**src/rtl/tdkm_pkg.sv**
```systemverilog
package tdkm_pkg;

	localparam int COUNTER_WIDTH = 8;
	localparam int PADDR_W       = 4;
	localparam int PDATA_W       = 32;

	localparam logic [7:0] PHASE_TICKS_RST = 8'd10;
	localparam logic [7:0] ACK_TIMEOUT_RST = 8'd250;
	localparam logic [7:0] KEY_CMD_RST     = 8'h49;

	// register indexes (byte address / 4)
	localparam logic [1:0] REG_PHASE_TICKS = 2'd0;
	localparam logic [1:0] REG_ACK_TIMEOUT = 2'd1;
	localparam logic [1:0] REG_KEY_CMD     = 2'd2;

	localparam logic [1:0] ACT_TICK  = 2'd0;
	localparam logic [1:0] ACT_WRITE = 2'd1;
	localparam logic [1:0] ACT_READ  = 2'd2;

	typedef enum logic [3:0] {
		S_IDLE, S_START_A, S_START_B, S_START_C, S_TX_LOW, S_TX_HIGH,
		S_ACK_LOW, S_ACK_HIGH, S_ACK_DONE, S_RX_LOW, S_RX_HIGH,
		S_NACK_LOW, S_NACK_HIGH, S_STOP_A, S_STOP_B, S_STOP_C
	} step_t;

	typedef struct packed {
		logic [7:0] phase_ticks;
		logic [7:0] ack_timeout;
		logic [7:0] key_read_command;
	} cfg_t;

	typedef struct packed {
		logic [1:0] action;
		logic [7:0] addr_byte;
		logic [7:0] data_byte;
		logic       sda_in;
	} item_t;

	typedef struct packed {
		logic       scl;
		logic       sda_out;
		logic       sda_drive;
		logic       busy_res;
		logic       done_res;
		logic       ack_missing;
		logic [7:0] key_code;
	} res_t;

endpackage

```
**src/rtl/tdkm_in_if.sv**
```systemverilog
interface tdkm_in_if;
	logic       valid;
	logic       ready;
	logic [1:0] action;
	logic [7:0] addr_byte;
	logic [7:0] data_byte;
	logic       sda_in;

	modport source (output valid, action, addr_byte, data_byte, sda_in, input ready);
	modport sink (input valid, action, addr_byte, data_byte, sda_in, output ready);
endinterface

```
**src/rtl/tdkm_out_if.sv**
```systemverilog
interface tdkm_out_if;
	logic       valid;
	logic       ready;
	logic       scl;
	logic       sda_out;
	logic       sda_drive;
	logic       busy_res;
	logic       done_res;
	logic       ack_missing;
	logic [7:0] key_code;

	modport source (output valid, scl, sda_out, sda_drive, busy_res, done_res, ack_missing,
		key_code, input ready);
	modport sink (input valid, scl, sda_out, sda_drive, busy_res, done_res, ack_missing,
		key_code, output ready);
endinterface

```
**src/rtl/two_wire_display_key_master.sv**
```systemverilog
// Two-wire bus master for a display and key controller. Every accepted input
// item is one timebase tick: it may start a write (address byte, data byte) or
// a key read while idle, carries the sampled data line, and yields exactly one
// result with the clock and data line levels for that tick plus busy, done,
// ack_missing and the last key code. One item is accepted per clock cycle while
// input ready is high; its result is registered in the output or skid register.
// The sequencer state advances in a single pass of logic per tick. Input ready
// drops only when both the output register and the skid register hold unread
// results. Bus timing is set by phase_ticks ticks per clock phase and
// ack_timeout high ticks per acknowledge wait, both written over the APB port
// at byte addresses 0 and 4; the key read command byte lies at address 8.
module two_wire_display_key_master #(
	parameter int COUNTER_WIDTH = tdkm_pkg::COUNTER_WIDTH
) (
	input  logic                          clk,
	input  logic                          arst_n,
	tdkm_in_if.sink                       in_ch,
	tdkm_out_if.source                    out_ch,
	input  logic                          psel,
	input  logic                          penable,
	input  logic                          pwrite,
	input  logic [tdkm_pkg::PADDR_W-1:0]  paddr,
	input  logic [tdkm_pkg::PDATA_W-1:0]  pwdata,
	output logic [tdkm_pkg::PDATA_W-1:0]  prdata,
	output logic                          pready
);

	tdkm_pkg::cfg_t  cfg;
	tdkm_pkg::item_t item;
	tdkm_pkg::res_t  res, out_res;
	logic            in_ready, acc;

	assign item.action    = in_ch.action;
	assign item.addr_byte = in_ch.addr_byte;
	assign item.data_byte = in_ch.data_byte;
	assign item.sda_in    = in_ch.sda_in;
	assign in_ch.ready    = in_ready;
	assign acc            = in_ch.valid & in_ready;

	tdkm_cfg u_cfg (
		.clk     (clk),
		.arst_n  (arst_n),
		.psel    (psel),
		.penable (penable),
		.pwrite  (pwrite),
		.paddr   (paddr),
		.pwdata  (pwdata),
		.prdata  (prdata),
		.pready  (pready),
		.cfg     (cfg)
	);

	tdkm_seq #(
		.COUNTER_WIDTH (COUNTER_WIDTH)
	) u_seq (
		.clk    (clk),
		.arst_n (arst_n),
		.acc    (acc),
		.item   (item),
		.cfg    (cfg),
		.res    (res)
	);

	tdkm_skid u_skid (
		.clk       (clk),
		.arst_n    (arst_n),
		.in_valid  (in_ch.valid),
		.in_ready  (in_ready),
		.in_res    (res),
		.out_valid (out_ch.valid),
		.out_ready (out_ch.ready),
		.out_res   (out_res)
	);

	assign out_ch.scl         = out_res.scl;
	assign out_ch.sda_out     = out_res.sda_out;
	assign out_ch.sda_drive   = out_res.sda_drive;
	assign out_ch.busy_res    = out_res.busy_res;
	assign out_ch.done_res    = out_res.done_res;
	assign out_ch.ack_missing = out_res.ack_missing;
	assign out_ch.key_code    = out_res.key_code;

endmodule

```
**src/rtl/tdkm_cfg.sv**
```systemverilog
module tdkm_cfg (
	input  logic                          clk,
	input  logic                          arst_n,
	input  logic                          psel,
	input  logic                          penable,
	input  logic                          pwrite,
	input  logic [tdkm_pkg::PADDR_W-1:0]  paddr,
	input  logic [tdkm_pkg::PDATA_W-1:0]  pwdata,
	output logic [tdkm_pkg::PDATA_W-1:0]  prdata,
	output logic                          pready,
	output tdkm_pkg::cfg_t                cfg
);

	tdkm_pkg::cfg_t cfg_q;
	logic           wr;
	logic [1:0]     idx;

	assign pready = 1'b1;
	assign wr     = psel & penable & pwrite;
	assign idx    = paddr[3:2];
	assign cfg    = cfg_q;

	always_ff @(posedge clk or negedge arst_n) begin
		if (!arst_n) begin
			cfg_q.phase_ticks      <= tdkm_pkg::PHASE_TICKS_RST;
			cfg_q.ack_timeout      <= tdkm_pkg::ACK_TIMEOUT_RST;
			cfg_q.key_read_command <= tdkm_pkg::KEY_CMD_RST;
		end else if (wr) begin
			case (idx)
				tdkm_pkg::REG_PHASE_TICKS: cfg_q.phase_ticks      <= pwdata[7:0];
				tdkm_pkg::REG_ACK_TIMEOUT: cfg_q.ack_timeout      <= pwdata[7:0];
				tdkm_pkg::REG_KEY_CMD:     cfg_q.key_read_command <= pwdata[7:0];
				default: ;
			endcase
		end
	end

	always_comb begin
		case (idx)
			tdkm_pkg::REG_PHASE_TICKS: prdata = {24'd0, cfg_q.phase_ticks};
			tdkm_pkg::REG_ACK_TIMEOUT: prdata = {24'd0, cfg_q.ack_timeout};
			tdkm_pkg::REG_KEY_CMD:     prdata = {24'd0, cfg_q.key_read_command};
			default:                   prdata = '0;
		endcase
	end

endmodule

```
**src/rtl/tdkm_seq.sv**
```systemverilog
module tdkm_seq #(
	parameter int COUNTER_WIDTH = tdkm_pkg::COUNTER_WIDTH
) (
	input  logic            clk,
	input  logic            arst_n,
	input  logic            acc,
	input  tdkm_pkg::item_t item,
	input  tdkm_pkg::cfg_t  cfg,
	output tdkm_pkg::res_t  res
);

	localparam int CMPW = (COUNTER_WIDTH > 8) ? COUNTER_WIDTH : 8;
	localparam logic [COUNTER_WIDTH-1:0] CNT_MAX = '1;

	tdkm_pkg::step_t          st_q, st_c, st_n;
	logic [COUNTER_WIDTH-1:0] pc_q, pc_c, pc_n;
	logic [COUNTER_WIDTH-1:0] wc_q, wc_c, wc_n, wc_inc;
	logic [2:0]               bc_q, bc_c, bc_n;
	logic [7:0]               sb_q, sb_c, sb_n, sb_rx;
	logic [7:0]               hd_q, hd_c;
	logic                     bi_q, bi_c, bi_n;
	logic                     ir_q, ir_c;
	logic [7:0]               ks_q, ks_n;
	logic                     af_q, af_c, af_n;
	logic [7:0]               eff_phase, eff_to;
	logic                     pe;
	logic                     scl, sda, drive, done;

	assign eff_phase = (cfg.phase_ticks == 8'd0) ? 8'd1 : cfg.phase_ticks;
	assign eff_to    = (cfg.ack_timeout == 8'd0) ? 8'd1 : cfg.ack_timeout;

	always_ff @(posedge clk or negedge arst_n) begin
		if (!arst_n) begin
			st_q <= tdkm_pkg::S_IDLE;
			pc_q <= '0;
			wc_q <= '0;
			bc_q <= '0;
			sb_q <= '0;
			hd_q <= '0;
			bi_q <= 1'b0;
			ir_q <= 1'b0;
			ks_q <= '0;
			af_q <= 1'b0;
		end else if (acc) begin
			st_q <= st_n;
			pc_q <= pc_n;
			wc_q <= wc_n;
			bc_q <= bc_n;
			sb_q <= sb_n;
			hd_q <= hd_c;
			bi_q <= bi_n;
			ir_q <= ir_c;
			ks_q <= ks_n;
			af_q <= af_n;
		end
	end

	always_comb begin
		// command start only from idle
		st_c = st_q; pc_c = pc_q; wc_c = wc_q; bc_c = bc_q; sb_c = sb_q;
		hd_c = hd_q; bi_c = bi_q; ir_c = ir_q; af_c = af_q;
		if (st_q == tdkm_pkg::S_IDLE &&
		    (item.action == tdkm_pkg::ACT_WRITE || item.action == tdkm_pkg::ACT_READ)) begin
			ir_c = (item.action == tdkm_pkg::ACT_READ);
			af_c = 1'b0;
			sb_c = ir_c ? cfg.key_read_command : item.addr_byte;
			hd_c = item.data_byte;
			bi_c = 1'b0;
			bc_c = '0;
			wc_c = '0;
			st_c = tdkm_pkg::S_START_A;
			pc_c = '0;
		end

		scl = 1'b1; sda = 1'b1; drive = 1'b1;
		case (st_c)
			tdkm_pkg::S_START_A:   begin scl = 1'b1; sda = 1'b1; end
			tdkm_pkg::S_START_B:   begin scl = 1'b1; sda = 1'b0; end
			tdkm_pkg::S_START_C:   begin scl = 1'b0; sda = 1'b0; end
			tdkm_pkg::S_TX_LOW:    begin scl = 1'b0; sda = sb_c[7]; end
			tdkm_pkg::S_TX_HIGH:   begin scl = 1'b1; sda = sb_c[7]; end
			tdkm_pkg::S_ACK_LOW:   begin scl = 1'b0; drive = 1'b0; end
			tdkm_pkg::S_ACK_HIGH:  begin scl = 1'b1; drive = 1'b0; end
			tdkm_pkg::S_ACK_DONE:  begin scl = 1'b0; drive = 1'b0; end
			tdkm_pkg::S_RX_LOW:    begin scl = 1'b0; drive = 1'b0; end
			tdkm_pkg::S_RX_HIGH:   begin scl = 1'b1; drive = 1'b0; end
			tdkm_pkg::S_NACK_LOW:  begin scl = 1'b0; sda = 1'b1; end
			tdkm_pkg::S_NACK_HIGH: begin scl = 1'b1; sda = 1'b1; end
			tdkm_pkg::S_STOP_A:    begin scl = 1'b0; sda = 1'b0; end
			tdkm_pkg::S_STOP_B:    begin scl = 1'b1; sda = 1'b0; end
			tdkm_pkg::S_STOP_C:    begin scl = 1'b1; sda = 1'b1; end
			default: ;
		endcase
		// released line reads as the pull-up level
		if (!drive) sda = 1'b1;

		pe = (CMPW'(pc_c) >= CMPW'(eff_phase - 8'd1)) || (pc_c == CNT_MAX);
		wc_inc = (wc_c != CNT_MAX) ? wc_c + 1'b1 : wc_c;
		sb_rx = {sb_c[6:0], item.sda_in};

		st_n = st_c; wc_n = wc_c; bc_n = bc_c; sb_n = sb_c; bi_n = bi_c;
		ks_n = ks_q; af_n = af_c; done = 1'b0;
		pc_n = pe ? '0 : pc_c + 1'b1;

		case (st_c)
			tdkm_pkg::S_IDLE: pc_n = pc_c;
			tdkm_pkg::S_START_A: if (pe) st_n = tdkm_pkg::S_START_B;
			tdkm_pkg::S_START_B: if (pe) st_n = tdkm_pkg::S_START_C;
			tdkm_pkg::S_START_C: if (pe) st_n = tdkm_pkg::S_TX_LOW;
			tdkm_pkg::S_TX_LOW:  if (pe) st_n = tdkm_pkg::S_TX_HIGH;
			tdkm_pkg::S_TX_HIGH: begin
				if (pe) begin
					sb_n = {sb_c[6:0], 1'b0};
					bc_n = bc_c + 3'd1;
					st_n = (bc_c == 3'd7) ? tdkm_pkg::S_ACK_LOW : tdkm_pkg::S_TX_LOW;
				end
			end
			tdkm_pkg::S_ACK_LOW: begin
				if (pe) begin
					wc_n = '0;
					st_n = tdkm_pkg::S_ACK_HIGH;
				end
			end
			tdkm_pkg::S_ACK_HIGH: begin
				// phase counter is not run while waiting for the acknowledge
				pc_n = pc_c;
				if (!item.sda_in) begin
					st_n = tdkm_pkg::S_ACK_DONE;
					pc_n = '0;
				end else begin
					wc_n = wc_inc;
					if (CMPW'(wc_inc) >= CMPW'(eff_to) || wc_inc == CNT_MAX) begin
						af_n = 1'b1;
						st_n = tdkm_pkg::S_STOP_A;
						pc_n = '0;
					end
				end
			end
			tdkm_pkg::S_ACK_DONE: begin
				if (pe) begin
					if (ir_c) begin
						bc_n = '0;
						sb_n = '0;
						st_n = tdkm_pkg::S_RX_LOW;
					end else if (!bi_c) begin
						bi_n = 1'b1;
						bc_n = '0;
						sb_n = hd_c;
						st_n = tdkm_pkg::S_TX_LOW;
					end else begin
						st_n = tdkm_pkg::S_STOP_A;
					end
				end
			end
			tdkm_pkg::S_RX_LOW: if (pe) st_n = tdkm_pkg::S_RX_HIGH;
			tdkm_pkg::S_RX_HIGH: begin
				// sample on the first tick of the high phase
				if (pc_c == '0) sb_n = sb_rx;
				if (pe) begin
					bc_n = bc_c + 3'd1;
					if (bc_c == 3'd7) begin
						ks_n = sb_n;
						st_n = tdkm_pkg::S_NACK_LOW;
					end else begin
						st_n = tdkm_pkg::S_RX_LOW;
					end
				end
			end
			tdkm_pkg::S_NACK_LOW:  if (pe) st_n = tdkm_pkg::S_NACK_HIGH;
			tdkm_pkg::S_NACK_HIGH: if (pe) st_n = tdkm_pkg::S_STOP_A;
			tdkm_pkg::S_STOP_A:    if (pe) st_n = tdkm_pkg::S_STOP_B;
			tdkm_pkg::S_STOP_B:    if (pe) st_n = tdkm_pkg::S_STOP_C;
			tdkm_pkg::S_STOP_C: begin
				if (pe) begin
					done = 1'b1;
					st_n = tdkm_pkg::S_IDLE;
				end
			end
			default: begin
				st_n = tdkm_pkg::S_IDLE;
				pc_n = '0;
			end
		endcase

		res.scl         = scl;
		res.sda_out     = sda;
		res.sda_drive   = drive;
		res.busy_res    = (st_c != tdkm_pkg::S_IDLE);
		res.done_res    = done;
		res.ack_missing = af_n;
		res.key_code    = ks_n;
	end

endmodule

```
**src/rtl/tdkm_skid.sv**
```systemverilog
module tdkm_skid (
	input  logic           clk,
	input  logic           arst_n,
	input  logic           in_valid,
	output logic           in_ready,
	input  tdkm_pkg::res_t in_res,
	output logic           out_valid,
	input  logic           out_ready,
	output tdkm_pkg::res_t out_res
);

	logic           out_v_q, skid_v_q;
	tdkm_pkg::res_t out_q, skid_q;
	logic           acc, take;

	assign in_ready  = !skid_v_q;
	assign acc       = in_valid & in_ready;
	assign take      = out_v_q & out_ready;
	assign out_valid = out_v_q;
	assign out_res   = out_q;

	always_ff @(posedge clk or negedge arst_n) begin
		if (!arst_n) begin
			out_v_q  <= 1'b0;
			skid_v_q <= 1'b0;
		end else if (!out_v_q || take) begin
			if (skid_v_q) begin
				out_v_q  <= 1'b1;
				skid_v_q <= acc;
			end else begin
				out_v_q  <= acc;
			end
		end else if (acc) begin
			skid_v_q <= 1'b1;
		end
	end

	always_ff @(posedge clk) begin
		if (!out_v_q || take) begin
			if (skid_v_q) begin
				out_q <= skid_q;
				if (acc) skid_q <= in_res;
			end else if (acc) begin
				out_q <= in_res;
			end
		end else if (acc) begin
			skid_q <= in_res;
		end
	end

endmodule

```
**src/flat_wrapper.sv**
```systemverilog
// flat-port wrapper written by rule: the top's interface ports become plain ports
module two_wire_display_key_master_flat 
#(
	parameter int COUNTER_WIDTH = tdkm_pkg::COUNTER_WIDTH
)
  (clk, arst_n, psel, penable, pwrite, paddr, pwdata, prdata, pready, in_ch_valid, in_ch_action, in_ch_addr_byte, in_ch_data_byte, in_ch_sda_in, in_ch_ready, out_ch_valid, out_ch_scl, out_ch_sda_out, out_ch_sda_drive, out_ch_busy_res, out_ch_done_res, out_ch_ack_missing, out_ch_key_code, out_ch_ready);
  tdkm_in_if in_ch_i ();
  tdkm_out_if out_ch_i ();
  input  logic clk;
  input  logic arst_n;
  input  logic psel;
  input  logic penable;
  input  logic pwrite;
  input  logic [tdkm_pkg::PADDR_W-1:0] paddr;
  input  logic [tdkm_pkg::PDATA_W-1:0] pwdata;
  output logic [tdkm_pkg::PDATA_W-1:0] prdata;
  output logic pready;
  input wire logic [$bits(in_ch_i.valid)-1:0] in_ch_valid;
  input wire logic [$bits(in_ch_i.action)-1:0] in_ch_action;
  input wire logic [$bits(in_ch_i.addr_byte)-1:0] in_ch_addr_byte;
  input wire logic [$bits(in_ch_i.data_byte)-1:0] in_ch_data_byte;
  input wire logic [$bits(in_ch_i.sda_in)-1:0] in_ch_sda_in;
  output wire logic [$bits(in_ch_i.ready)-1:0] in_ch_ready;
  output wire logic [$bits(out_ch_i.valid)-1:0] out_ch_valid;
  output wire logic [$bits(out_ch_i.scl)-1:0] out_ch_scl;
  output wire logic [$bits(out_ch_i.sda_out)-1:0] out_ch_sda_out;
  output wire logic [$bits(out_ch_i.sda_drive)-1:0] out_ch_sda_drive;
  output wire logic [$bits(out_ch_i.busy_res)-1:0] out_ch_busy_res;
  output wire logic [$bits(out_ch_i.done_res)-1:0] out_ch_done_res;
  output wire logic [$bits(out_ch_i.ack_missing)-1:0] out_ch_ack_missing;
  output wire logic [$bits(out_ch_i.key_code)-1:0] out_ch_key_code;
  input wire logic [$bits(out_ch_i.ready)-1:0] out_ch_ready;
  assign in_ch_i.valid = in_ch_valid;
  assign in_ch_i.action = in_ch_action;
  assign in_ch_i.addr_byte = in_ch_addr_byte;
  assign in_ch_i.data_byte = in_ch_data_byte;
  assign in_ch_i.sda_in = in_ch_sda_in;
  assign in_ch_ready = in_ch_i.ready;
  assign out_ch_valid = out_ch_i.valid;
  assign out_ch_scl = out_ch_i.scl;
  assign out_ch_sda_out = out_ch_i.sda_out;
  assign out_ch_sda_drive = out_ch_i.sda_drive;
  assign out_ch_busy_res = out_ch_i.busy_res;
  assign out_ch_done_res = out_ch_i.done_res;
  assign out_ch_ack_missing = out_ch_i.ack_missing;
  assign out_ch_key_code = out_ch_i.key_code;
  assign out_ch_i.ready = out_ch_ready;
  two_wire_display_key_master #(.COUNTER_WIDTH(COUNTER_WIDTH)) u_core (.clk(clk), .arst_n(arst_n), .in_ch(in_ch_i), .out_ch(out_ch_i), .psel(psel), .penable(penable), .pwrite(pwrite), .paddr(paddr), .pwdata(pwdata), .prdata(prdata), .pready(pready));
endmodule
```
**config.mk**
```make
export PLATFORM = sky130hd
export DESIGN_NAME = two_wire_display_key_master_flat
export DESIGN_NICKNAME = d
export VERILOG_FILES = /design/src/rtl/tdkm_pkg.sv /design/src/rtl/tdkm_in_if.sv /design/src/rtl/tdkm_out_if.sv /design/src/rtl/two_wire_display_key_master.sv /design/src/rtl/tdkm_cfg.sv /design/src/rtl/tdkm_seq.sv /design/src/rtl/tdkm_skid.sv /design/src/flat_wrapper.sv
export SDC_FILE = /design/constraint.sdc
export NUM_CORES = 1
export LEC_CHECK = 0
export ABC_AREA = 1
export BUFFER_PORTS_ARGS = -buffer_cell sky130_fd_sc_hd__buf_2
export CAP_MARGIN = 25
export CORE_MARGIN = 3
export CORE_UTILIZATION = 62
export DETAILED_ROUTE_END_ITERATION = 12
export PLACE_DENSITY = 0.87
export SYNTH_ARGS = -nofsm -noshare
export SYNTH_HDL_FRONTEND = slang
export SYNTH_SLANG_ARGS = --single-unit
```
**constraint.sdc**
```tcl
create_clock -name clk -period 5.3 [get_ports clk]
set_clock_uncertainty 0.2 [all_clocks]
set_input_delay 0.53 -clock clk [delete_from_list [all_inputs] [get_ports clk]]
set_output_delay 0.53 -clock clk [all_outputs]
set_load 0.02 [all_outputs]
```
==> flow_metrics.env <==
export IMPL_placedCellCount=1127
export IMPL_cts_buffers=9
export IMPL_grt_pass1_vias=5988
export IMPL_rsz0062_at_grt="false"
export IMPL_ir_worst_vdd_uv=303
export IMPL_critical_path_max_stage_delay_ps=590
export IMPL_power_total_mw=4.20
export IMPL_final_instance_count_excl_fill=1146
export IMPL_min_period_ps=4220
export IMPL_dp_hpwl_mm=11.8
export IMPL_finalCritPeriodShare_pct=79.6
export IMPL_cts_max_level=3
export IMPL_fp_coreArea_sq_um=10600
export IMPL_wirelength_mm=16.4
export IMPL_worst_pin_slew_ps=704
export IMPL_cts_tree="done"
export IMPL_clk_path_buf_depth=2
export IMPL_fmax_ghz=0.237
export IMPL_worst_path_max_fanout=28
export IMPL_design_area_sq_um=7430
export IMPL_clkSinkCount=104
export IMPL_ctsRootBufferMaster="clkbuf_8"
export IMPL_detail_route_iter0_violations=660
export IMPL_crit_path_end="u_core.u_seq.st_q[2]$_DFFE_PN0P_"
export IMPL_antenna_found_initial=1
export IMPL_report_final_slew_viol_count=0
export IMPL_clock_latency_ps=380
export IMPL_cts_clk_slew_worst_paths_ps=110
export IMPL_grt_pass1_wl_mm=27.6
export IMPL_syn_area_sq_um=6920
export IMPL_status="finished clean"
export IMPL_fin_tns_setup_ps=0
export IMPL_via_count=6419
export IMPL_cp_required_ps=5380
export IMPL_grt_overflow=0
export IMPL_hold_path_class="in -> reg"
export IMPL_cts_hold_fix_buffers=0
export IMPL_layout_common_cells="nand2_1 (298), inv_1 (105), o21ai_0 (87), nor2_1 (70), dfrtp_1 (65)"
export IMPL_setup_worst_path_start_class="flip-flop"
export IMPL_die_area_sq_um=12500
export IMPL_post_dp_cell_area_sq_um=7170
export IMPL_drive_gt1_share_pct=13.1
export IMPL_utilization_pct=70.1
export IMPL_die_h_microns=112
export IMPL_worstPathCellList="nor2_1, nand3_1, nor3_1, nor2_1, nand2_1, or2_2, nor2_1, xor2_1, ha_1, a21oi_1, o21ai_0, nor3_1, nand2_4, inv_1, nor2_1, nor3_1, nand3_1, nand2_1, nand2_1"
export IMPL_final_common_cell="nand2_1"
export IMPL_io_buffers=59
export IMPL_synth_seq_area_share_pct=39.8
export IMPL_num_io_pins=111
export IMPL_hold_viol=0
export IMPL_endpoint_kind="flip-flop"
export IMPL_track_usage_pct=26.7
export IMPL_timing_worst_setup_path_type="reg -> reg"
export IMPL_syn2layout_area_growth_pct=7.47
export IMPL_grt_max_degree=77
export IMPL_ff2ff_setup_slack_ps=1080
export IMPL_n_antenna_cell=0
export IMPL_dr_pass1_iters=7
export IMPL_rows=37
export IMPL_r2r_end="u_core.u_seq.st_q[2]$_DFFE_PN0P_"
export IMPL_fp_dieW_microns=112
export IMPL_syn_inst=957
export IMPL_postCtsResizedCells=0
export IMPL_startpoint="u_core.u_cfg.cfg[19]$_DFFE_PN1P_"
export IMPL_synth_distinct_cells=45
export IMPL_initial_core_util_pct=65.3
export IMPL_maxCapViolations=0
export IMPL_leakagePower_nw=3.74
export IMPL_cp_common_cell="nor2_1"
export IMPL_ant_nets=0
export IMPL_viasPerCell=5.60
export IMPL_drc=0
export IMPL_worstRegToRegCells=19
export IMPL_synth_warnings=0
export IMPL_final_nets=1090
export IMPL_finalSetupViolations=0
export IMPL_power_density_nw_per_um2=565
export IMPL_worstPathArrival_ps=4300
export IMPL_synth_seq_cells=104
export IMPL_wl_per_cell_microns=14.3
export IMPL_r2r_start="u_core.u_cfg.cfg[19]$_DFFE_PN1P_"
export IMPL_slew_headroom_pct=52.5
export IMPL_avgSynthCellArea_sq_um=7.23
export IMPL_gp_congestion=0.940
export IMPL_worst_path_max_delay_cell="dfstp_2"
export IMPL_cts_setup_buffers=0
==> metrics by stage <==
step	hold WS, ps	worst slack, ps
CTS	123	1120
floorplan	34.4	1480
global placement	263	904
finish	180	1080
detailed placement	265	897
global route	185	704
==> cells by family after synthesis <==
logic type                 count (synthesis)  share of synthesized area [%]
xor gates and xnor gates                  11                           1.39
AOI/OAI and AO/OA                        184                           14.9
other                                      2                          0.109
buffers and inverters                    167                           11.1
DFF                                      104                           39.8
adders and majority gates                 23                           4.16
and+or+nand+nor                          466                           28.5
==> synth_stat cells (all sizes together) <==
| library cell | n | area, sq um |
|---|---|---|
| nand2 | 306 | 1180 |
| inv | 110 | 413 |
| o21ai | 110 | 577 |
| nor2 | 76 | 324 |
| dfrtp | 65 | 1630 |
| nand3 | 58 | 305 |
| a21oi | 42 | 210 |
| buf | 40 | 290 |
| edfxtp | 28 | 841 |
| ha | 23 | 288 |
| clkbuf | 13 | 48.8 |
| o211ai | 12 | 95.1 |
| dfstp | 11 | 289 |
| nor3 | 8 | 45.0 |
| or2 | 8 | 50.1 |
| a31oi | 7 | 43.8 |
| nand4 | 7 | 43.8 |
| xor2 | 6 | 52.6 |
| xnor2 | 5 | 43.8 |
| clkinv | 4 | 15.0 |
| o2111ai | 3 | 26.3 |
| o21bai | 3 | 22.5 |
| conb | 2 | 7.51 |
| o221ai | 2 | 17.5 |
| o31ai | 2 | 15.0 |
| and3 | 1 | 6.26 |
| nand3b | 1 | 7.51 |
| nor3b | 1 | 12.5 |
| o21a | 1 | 7.51 |
| o22ai | 1 | 6.26 |
| o41ai | 1 | 8.76 |
==> final cells by class <==
cell class	instances	area [sq um]
timing repair buffer	67	384
clock buffer	10	128
fill	883	3170
sequential	104	2760
clock inverter	6	87.6
tap	136	170
multi-input combinational	709	3480
inverter	114	428
==> flip-flops by register name (all words and copies together) (netlist names), 4 cells and up <==
name	cells
u_core.u_seq.pc_q	8
u_core.u_skid.out_res	14
u_core.u_cfg.cfg	24
u_core.u_seq.wc_q	8
u_core.u_seq.st_q	4
u_core.u_skid.skid_q	14
u_core.u_seq.sb_q	8
u_core.u_seq.ks_q	8
u_core.u_seq.hd_q	8
==> layer usage <==
| metal | up-vias | global-route usage (%) | share of wire (%) |
|---|---|---|---|
| met5 | - | 0 | 0.055 |
| met4 | 2 | 11.2 | 3.7 |
| met3 | 60 | 4.40 | 7.1 |
| met2 | 277 | 44.6 | 48 |
| met1 | 2930 | 34.6 | 42 |
| li1 | 3150 | - | - |
==> worst min-delay path by stage <==
| stage | from | end | cells after the start |
|---|---|---|---|
| after floorplan | arst_n | u_core.u_cfg.cfg[10]$_DFFE_PN0P_ | 0 |
| after global placement | u_core.u_seq.sb_q[6]$_DFFE_PN0P_ | u_core.u_seq.sb_q[6]$_DFFE_PN0P_ | 2 |
| after detailed placement | u_core.u_seq.sb_q[6]$_DFFE_PN0P_ | u_core.u_seq.sb_q[6]$_DFFE_PN0P_ | 2 |
| after CTS | arst_n | u_core.u_seq.hd_q[1]$_DFFE_PN0P_ | 1 |
| after global routing | in_ch_data_byte[6] | u_core.u_seq.hd_q[6]$_DFFE_PN0P_ | 3 |
| final | in_ch_valid | u_core.u_skid.out_valid$_DFFE_PN0N_ | 3 |
==> critical path, delay by kind of cell (launching register included) <==
family	cells	cell delay, ps
fa+ha+maj	1	260
compound gates	2	220
buf+inv	1	400
xor+xnor	1	170
simple gates	14	2280
flops	1	590
==> power breakdown <==
| part | leakage (nW) | internal [mW] | switching (mW) |
|---|---|---|---|
| Combinational | 2.46 | 0.786 | 1.60 |
| Sequential | 1.17 | 1.10 | 0.177 |
| Clock | 0.105 | 0.233 | 0.310 |
| Total | 3.74 | 2.11 | 2.09 |
Power figures use the tool's default switching activity.
